## config.mk

```make
export PLATFORM = sky130hd
export DESIGN_NAME = dgf_rdiv
export DESIGN_NICKNAME = d
export VERILOG_FILES = /design/src/rtl/dgf_pkg.sv /design/src/rtl/dgf_rdiv.sv
export SDC_FILE = /design/constraint.sdc
export NUM_CORES = 2
export LEC_CHECK = 0
export CAP_MARGIN = 20
export CORE_ASPECT_RATIO = 2
export CORE_MARGIN = 2
export CORE_UTILIZATION = 65
export CTS_CLUSTER_DIAMETER = 100
export DETAILED_ROUTE_END_ITERATION = 10
export DONT_BUFFER_PORTS = 1
export PLACE_DENSITY_LB_ADDON = 0.15
export SYNTH_ARGS = -nofsm -noshare
export SYNTH_HDL_FRONTEND = slang
export SYNTH_SLANG_ARGS = --single-unit
export TNS_END_PERCENT = 100
```

## constraint.sdc

```tcl
create_clock -name clk -period 15.5 [get_ports clk]
set_clock_uncertainty 0.2 [all_clocks]
set_input_delay 3.1 -clock clk [delete_from_list [all_inputs] [get_ports clk]]
set_output_delay 3.1 -clock clk [all_outputs]
set_load 0.005 [all_outputs]
```

## src/rtl/dgf_pkg.sv

```systemverilog
`default_nettype none

package dgf_pkg;

  // Field widths
  localparam int JAC_W  = 16;
  localparam int QW_W   = 16;
  localparam int PROD_W = 32;
  localparam int DET_W  = 33;
  localparam int SUM_W  = 32;
  localparam int NUM_W  = 49;
  localparam int DEN_W  = 32;
  localparam int RES_W  = 32;

  // Divider layout: quotient bits resolved per stage and stage counts
  localparam int QUO_W     = 32;
  localparam int DIV_STEPS = 4;
  localparam int DIV_STG   = QUO_W / DIV_STEPS;
  localparam int LANE_STG  = DIV_STG + 2;
  localparam int PRE_STG   = 3;
  localparam int NSTG      = PRE_STG + LANE_STG;

  // Saturation bounds of a Q16.16 result
  localparam logic [RES_W-1:0] RES_MAX = 32'h7FFF_FFFF;
  localparam logic [RES_W-1:0] RES_MIN = 32'h8000_0000;

  // Per-lane tag carried through the divider
  typedef struct packed {
    logic zero;
    logic neg;
  } dgf_tag_t;

  // Per-item sideband carried through the whole pipeline
  typedef struct packed {
    logic last;
    logic sing;
  } dgf_side_t;

endpackage

`default_nettype wire

```

## src/rtl/dgf_rdiv.sv

```systemverilog
`default_nettype none

module dgf_rdiv import dgf_pkg::*; (
  input  logic                clk,
  input  logic [LANE_STG-1:0] en,
  input  logic [NUM_W-1:0]    mn_i,
  input  logic [DEN_W-1:0]    md_i,
  input  dgf_tag_t            tag_i,
  output logic [RES_W-1:0]    res_o,
  output logic                clip_o
);

  // Stage registers, index 0 is the setup stage
  logic [DEN_W:0]   rem_r [DIV_STG+1];
  logic [DEN_W:0]   den_r [DIV_STG+1];
  logic [QUO_W-1:0] lo_r  [DIV_STG+1];
  logic [QUO_W-1:0] quo_r [DIV_STG+1];
  logic             ovf_r [DIV_STG+1];
  dgf_tag_t         tag_r [DIV_STG+1];

  logic [NUM_W:0]   a_nxt;
  logic [DEN_W:0]   d_nxt;
  logic [DEN_W:0]   rem_nxt;
  logic             ovf_nxt;

  // Set up rounded dividend 2|n|+|d| over divisor 2|d|, catch quotients of 2^32 or more
  always_comb begin
    a_nxt   = {mn_i, 1'b0} + {{(NUM_W+1-DEN_W){1'b0}}, md_i};
    d_nxt   = {md_i, 1'b0};
    rem_nxt = {{(DEN_W+1-(NUM_W+1-QUO_W)){1'b0}}, a_nxt[NUM_W:QUO_W]};
    ovf_nxt = (rem_nxt >= d_nxt);
  end

  always_ff @(posedge clk) begin
    if (en[0]) begin
      rem_r[0] <= rem_nxt;
      den_r[0] <= d_nxt;
      lo_r[0]  <= a_nxt[QUO_W-1:0];
      quo_r[0] <= '0;
      ovf_r[0] <= ovf_nxt;
      tag_r[0] <= tag_i;
    end
  end

  // Restoring division, DIV_STEPS quotient bits per stage
  for (genvar s = 0; s < DIV_STG; s++) begin : g_div
    logic [DEN_W:0]   rem_c;
    logic [QUO_W-1:0] lo_c;
    logic [QUO_W-1:0] quo_c;

    always_comb begin
      logic [DEN_W+1:0] t;
      rem_c = rem_r[s];
      lo_c  = lo_r[s];
      quo_c = quo_r[s];
      t     = '0;
      for (int i = 0; i < DIV_STEPS; i++) begin
        t    = {rem_c, lo_c[QUO_W-1]};
        lo_c = {lo_c[QUO_W-2:0], 1'b0};
        if (t >= {1'b0, den_r[s]}) begin
          t     = t - {1'b0, den_r[s]};
          quo_c = {quo_c[QUO_W-2:0], 1'b1};
        end else begin
          quo_c = {quo_c[QUO_W-2:0], 1'b0};
        end
        rem_c = t[DEN_W:0];
      end
    end

    always_ff @(posedge clk) begin
      if (en[s+1]) begin
        rem_r[s+1] <= rem_c;
        den_r[s+1] <= den_r[s];
        lo_r[s+1]  <= lo_c;
        quo_r[s+1] <= quo_c;
        ovf_r[s+1] <= ovf_r[s];
        tag_r[s+1] <= tag_r[s];
      end
    end
  end

  logic [RES_W-1:0] res_nxt;
  logic             clip_nxt;

  // Apply sign, saturate, force zero for a singular Jacobian
  always_comb begin
    res_nxt  = quo_r[DIV_STG];
    clip_nxt = 1'b0;
    if (tag_r[DIV_STG].zero) begin
      res_nxt = '0;
    end else if (ovf_r[DIV_STG]) begin
      clip_nxt = 1'b1;
      res_nxt  = tag_r[DIV_STG].neg ? RES_MIN : RES_MAX;
    end else if (!tag_r[DIV_STG].neg) begin
      if (quo_r[DIV_STG] > RES_MAX) begin
        clip_nxt = 1'b1;
        res_nxt  = RES_MAX;
      end
    end else begin
      if (quo_r[DIV_STG] > RES_MIN) begin
        clip_nxt = 1'b1;
        res_nxt  = RES_MIN;
      end else begin
        res_nxt = '0 - quo_r[DIV_STG];
      end
    end
  end

  always_ff @(posedge clk) begin
    if (en[LANE_STG-1]) begin
      res_o  <= res_nxt;
      clip_o <= clip_nxt;
    end
  end

endmodule

`default_nettype wire
```

==> results of run 1 <==
-- logic make-up after synthesis --
group           after synthesis  synth area share [%]
compound gates             3150                  22.8
buf+inv                     847                  3.67
mux                         510                  6.42
xor+xnor                    867                  8.63
fa+ha+maj                  1090                  15.8
flops                       845                  28.8
simple gates               2547                  13.8
-- routing by layer --
| metal | GRT usage (%) | overflow |
|---|---|---|
| met1 | 59.5 | 10 |
| met2 | 93.6 | 455 |
| met3 | 46.8 | 15 |
| met4 | 78.3 | 302 |
| met5 | 17.4 | 3 |
-- through the flow --
stage	cells	utilization [%]	hold slack [ps]	setup slack [ps]	instance area, um^2
after floorplan	9856	-	200	1790	88000
after global placement	12400	72.6	200	493	97300
after detailed placement	12400	72.6	205	503	97300
after CTS	12500	74.7	168	209	100000
==> flow_metrics.env, run 1 <==
export IMPL_rows=190
export IMPL_cts_buffers=83
export IMPL_lastStage="global routing (5_1_grt)"
export IMPL_grt_pass1_vias=103000
export IMPL_grt_start_max_net_pins=100
export IMPL_gp_congestion=1.14
export IMPL_ctsHoldBuffers=0
export IMPL_synthTopCellsByArea="edfxtp_1, ha_1, xnor2_1"
export IMPL_h_tree_depth=3
export IMPL_yosysSeqAreaShare_pct=28.8
export IMPL_ys_flop_type="edfxtp_1"
export IMPL_chipWidth_um=264
export IMPL_hpwl_um=289000
export IMPL_ios=127
export IMPL_numClockSinks=845
export IMPL_ys_warn_count=0
export IMPL_synth_nets=11000
export IMPL_grt_usage_pct=67.7
export IMPL_cts_root_buffer="clkbuf_16"
export IMPL_synth_top_area_share_pct=28.8
export IMPL_synth_distinct_cells=95
export IMPL_yosys_register_bits=845
export IMPL_synth_area_per_cell_um2=8.92
export IMPL_stop_error="[ERROR GRT-0116] Global routing finished with congestion. Check the congestion regions in the DRC Viewer."
export IMPL_synth_most_common_cell="ha_1"
export IMPL_clock_path_buffers=3
export IMPL_start_util_pct=65.6
export IMPL_synth_largest_area_cell="edfxtp_1"
export IMPL_netlist_area_um2=88000
export IMPL_die_h_um=524
export IMPL_io_buffers=0
export IMPL_synth_cells=9856
export IMPL_overflow=785
export IMPL_post_cts_buffers=0
export IMPL_grt_first_pass_wirelength_um=711000
export IMPL_run_status="did not finish"
export IMPL_synthArstFlopShare_pct=0
export IMPL_yosys_top_cells_count="ha_1, a21oi_1, edfxtp_1"
export IMPL_cts_resized=0
export IMPL_synth_edff_count=845
==> run 2: changes to the inputs <==
- CORE_ASPECT_RATIO: 2 -> default
- CORE_UTILIZATION: 65 -> 40
- CTS_CLUSTER_DIAMETER: 100 -> default
==> flow_metrics.env, run 2 <==
export IMPL_hpwl_um=235000
export IMPL_synth_area_per_cell_um2=8.92
export IMPL_layout_common_cells="ha_1, a21oi_1, edfxtp_1"
export IMPL_drtPass1Iterations=6
export IMPL_dr_first_iter_drc_count=6000
export IMPL_grt_pass1_vias=72400
export IMPL_setup_violations_final=0
export IMPL_design_die_area_um2=224000
export IMPL_worstPathRequired_ps=15790
export IMPL_ys_warn_count=0
export IMPL_stdcell_count=12800
export IMPL_path_max_fanout=22
export IMPL_largest_reg_flops=249
export IMPL_endpoint_kind="flip-flop"
export IMPL_crit_start="den_r[0][35]"
export IMPL_hp_class="reg -> reg"
export IMPL_chipWidth_um=473
export IMPL_grt_start_max_net_pins=100
export IMPL_grt_setup_unrepaired="false"
export IMPL_slew_viol_final=0
export IMPL_fillerInstances=21400
export IMPL_numClockSinks=845
export IMPL_yosys_top_cells_count="ha_1, a21oi_1, edfxtp_1"
export IMPL_fin_crit_sh_pct=95.1
export IMPL_clock_path_buffers=3
export IMPL_hold_violations=0
export IMPL_core_um2=219000
export IMPL_setup_tns_ps=0
export IMPL_vias=74900
export IMPL_r2r_start="den_r[0][35]"
export IMPL_yosysSeqAreaShare_pct=28.8
export IMPL_ios=127
export IMPL_cp_start_kind="flip-flop"
export IMPL_clock_latency_ps=760
export IMPL_run_status="completed"
export IMPL_placed_cells=12600
export IMPL_cts_buffers=98
export IMPL_ctsHoldBuffers=0
export IMPL_path_clk_slew_ps=90
export IMPL_synth_largest_area_cell="edfxtp_1"
export IMPL_synth_distinct_cells=95
export IMPL_h_tree_depth=3
export IMPL_cts_tree="built"
export IMPL_gp_congestion=0.949
export IMPL_ant_nets=0
export IMPL_cpMaxStageDelayCell="nor4_2"
export IMPL_synth_nets=11000
export IMPL_rows=172
export IMPL_overflow=0
export IMPL_final_util_pct=43.5
export IMPL_synthArstFlopShare_pct=0
export IMPL_synth_edff_count=845
export IMPL_ys_flop_type="edfxtp_1"
export IMPL_io_buffers=0
export IMPL_grt_antenna_before_repair=18
export IMPL_crit_path_max_incr_delay_ps=600
export IMPL_drive_gt1_share_pct=8.43
export IMPL_maxCapViolCount=0
export IMPL_top_regs="rem_r x249, den_r x248"
export IMPL_synth_cells=9856
export IMPL_die_h_um=473
export IMPL_period_needed_ps=14740
export IMPL_maxClockFrequency_mhz=67.8
export IMPL_grt_first_pass_wirelength_um=431000
export IMPL_min_from="quo_r[1][33]"
export IMPL_synth_most_common_cell="ha_1"
export IMPL_yosys_register_bits=845
export IMPL_netlist_area_um2=88000
export IMPL_synthTopCellsByArea="edfxtp_1, ha_1, xnor2_1"
export IMPL_wirelength_um=287000
export IMPL_drcViolationCount=0
export IMPL_start_util_pct=40.1
export IMPL_fin_nets=11100
export IMPL_via_per_inst=5.83
export IMPL_cts_root_buffer="clkbuf_16"
export IMPL_top_register="rem_r"
export IMPL_wl_per_cell_um=22.3
export IMPL_cp_arrival_ps=15040
export IMPL_path_class="reg -> reg"
export IMPL_relSlewSlack_pct=24.9
export IMPL_area_growth_pct=8.40
export IMPL_final_common_cell="ha_1"
export IMPL_synth_top_area_share_pct=28.8
export IMPL_worst_pin_slew_ps=1120
export IMPL_grt_usage_pct=24.8
run 2: cell counts after synthesis:
No cell type changed its count.
run 2: layer usage:
metal  vias up  wire length, um  GRT usage [%]
li1      36900                -              -
met1     35800           125000           31.8
met2      1873           139000           43.0
met3       412            12300           2.67
met4         4            10300           8.62
met5         -               26              0
run 2: area by class of cell:
| class | instances | area, um^2 | share of cell area, % |
|---|---|---|---|
| Sequential cell | 845 | 25400 | 26.6 |
| Multi-Input combinational cell | 8164 | 59600 | 62.5 |
| Timing Repair Buffer | 131 | 1070 | 1.13 |
| Tap cell | 2871 | 3590 | 3.77 |
| Antenna cell | 10 | 25.0 | 0.0262 |
| Inverter | 640 | 2410 | 2.53 |
| Clock buffer | 109 | 2490 | 2.62 |
| Clock inverter | 76 | 810 | 0.849 |
run 2: kinds of logic after synthesis:
kind of cell	share of synthesized area (%)
AO/OA/AOI/OAI	22.8
XOR/XNOR	8.63
adder cells (fa/ha/maj)	15.8
buffers and inverters	3.67
flip-flops	28.8
multiplexers	6.42
AND/OR/NAND/NOR	13.8
run 2: critical path, delay by kind of cell, from the launching register on:
family                   cells  cell delay [ps]
flip-flops                   1              410
adder cells (fa/ha/maj)      4             1440
multiplexers                 4             1520
buffers and inverters        6             1190
AO/OA/AOI/OAI               26             6670
AND/OR/NAND/NOR             11             2980
run 2: path summary, 6_finish.rpt:
check            endpoint  slack [ps]  depth (start not counted)
max          rem_r[0][91]         760                         51
max reg2reg  rem_r[0][91]         760                         51
min reg2reg  quo_r[1][69]         180                          0
min          quo_r[1][69]         180                          0
run 2: through the flow:
| step | hold slack [ps] | instance area (um^2) | setup WS (ps) |
|---|---|---|---|
| 2_1_floorplan | 200 | 88000 | 1790 |
| 3_3_place_gp | 200 | 91900 | 207 |
| 3_5_place_dp | 205 | 91900 | 345 |
| 4_1_cts | 178 | 95200 | 194 |
| 5_1_grt | 188 | 95300 | 36.7 |
| 6_report | 182 | 95300 | 758 |
run 2: timing repair:
| item | 4_1_cts | 5_1_grt |
|---|---|---|
| endpoints found under the setup margin | 0 | 128 |
| buffers inserted | 0 | 6 |
| gates resized for setup | 0 | 21 |
| endpoints found under the hold margin | 0 | 0 |
Power of run 2 is not shown: default switching activity piles up to over one toggle a cycle in this logic, so the estimate is an artifact.
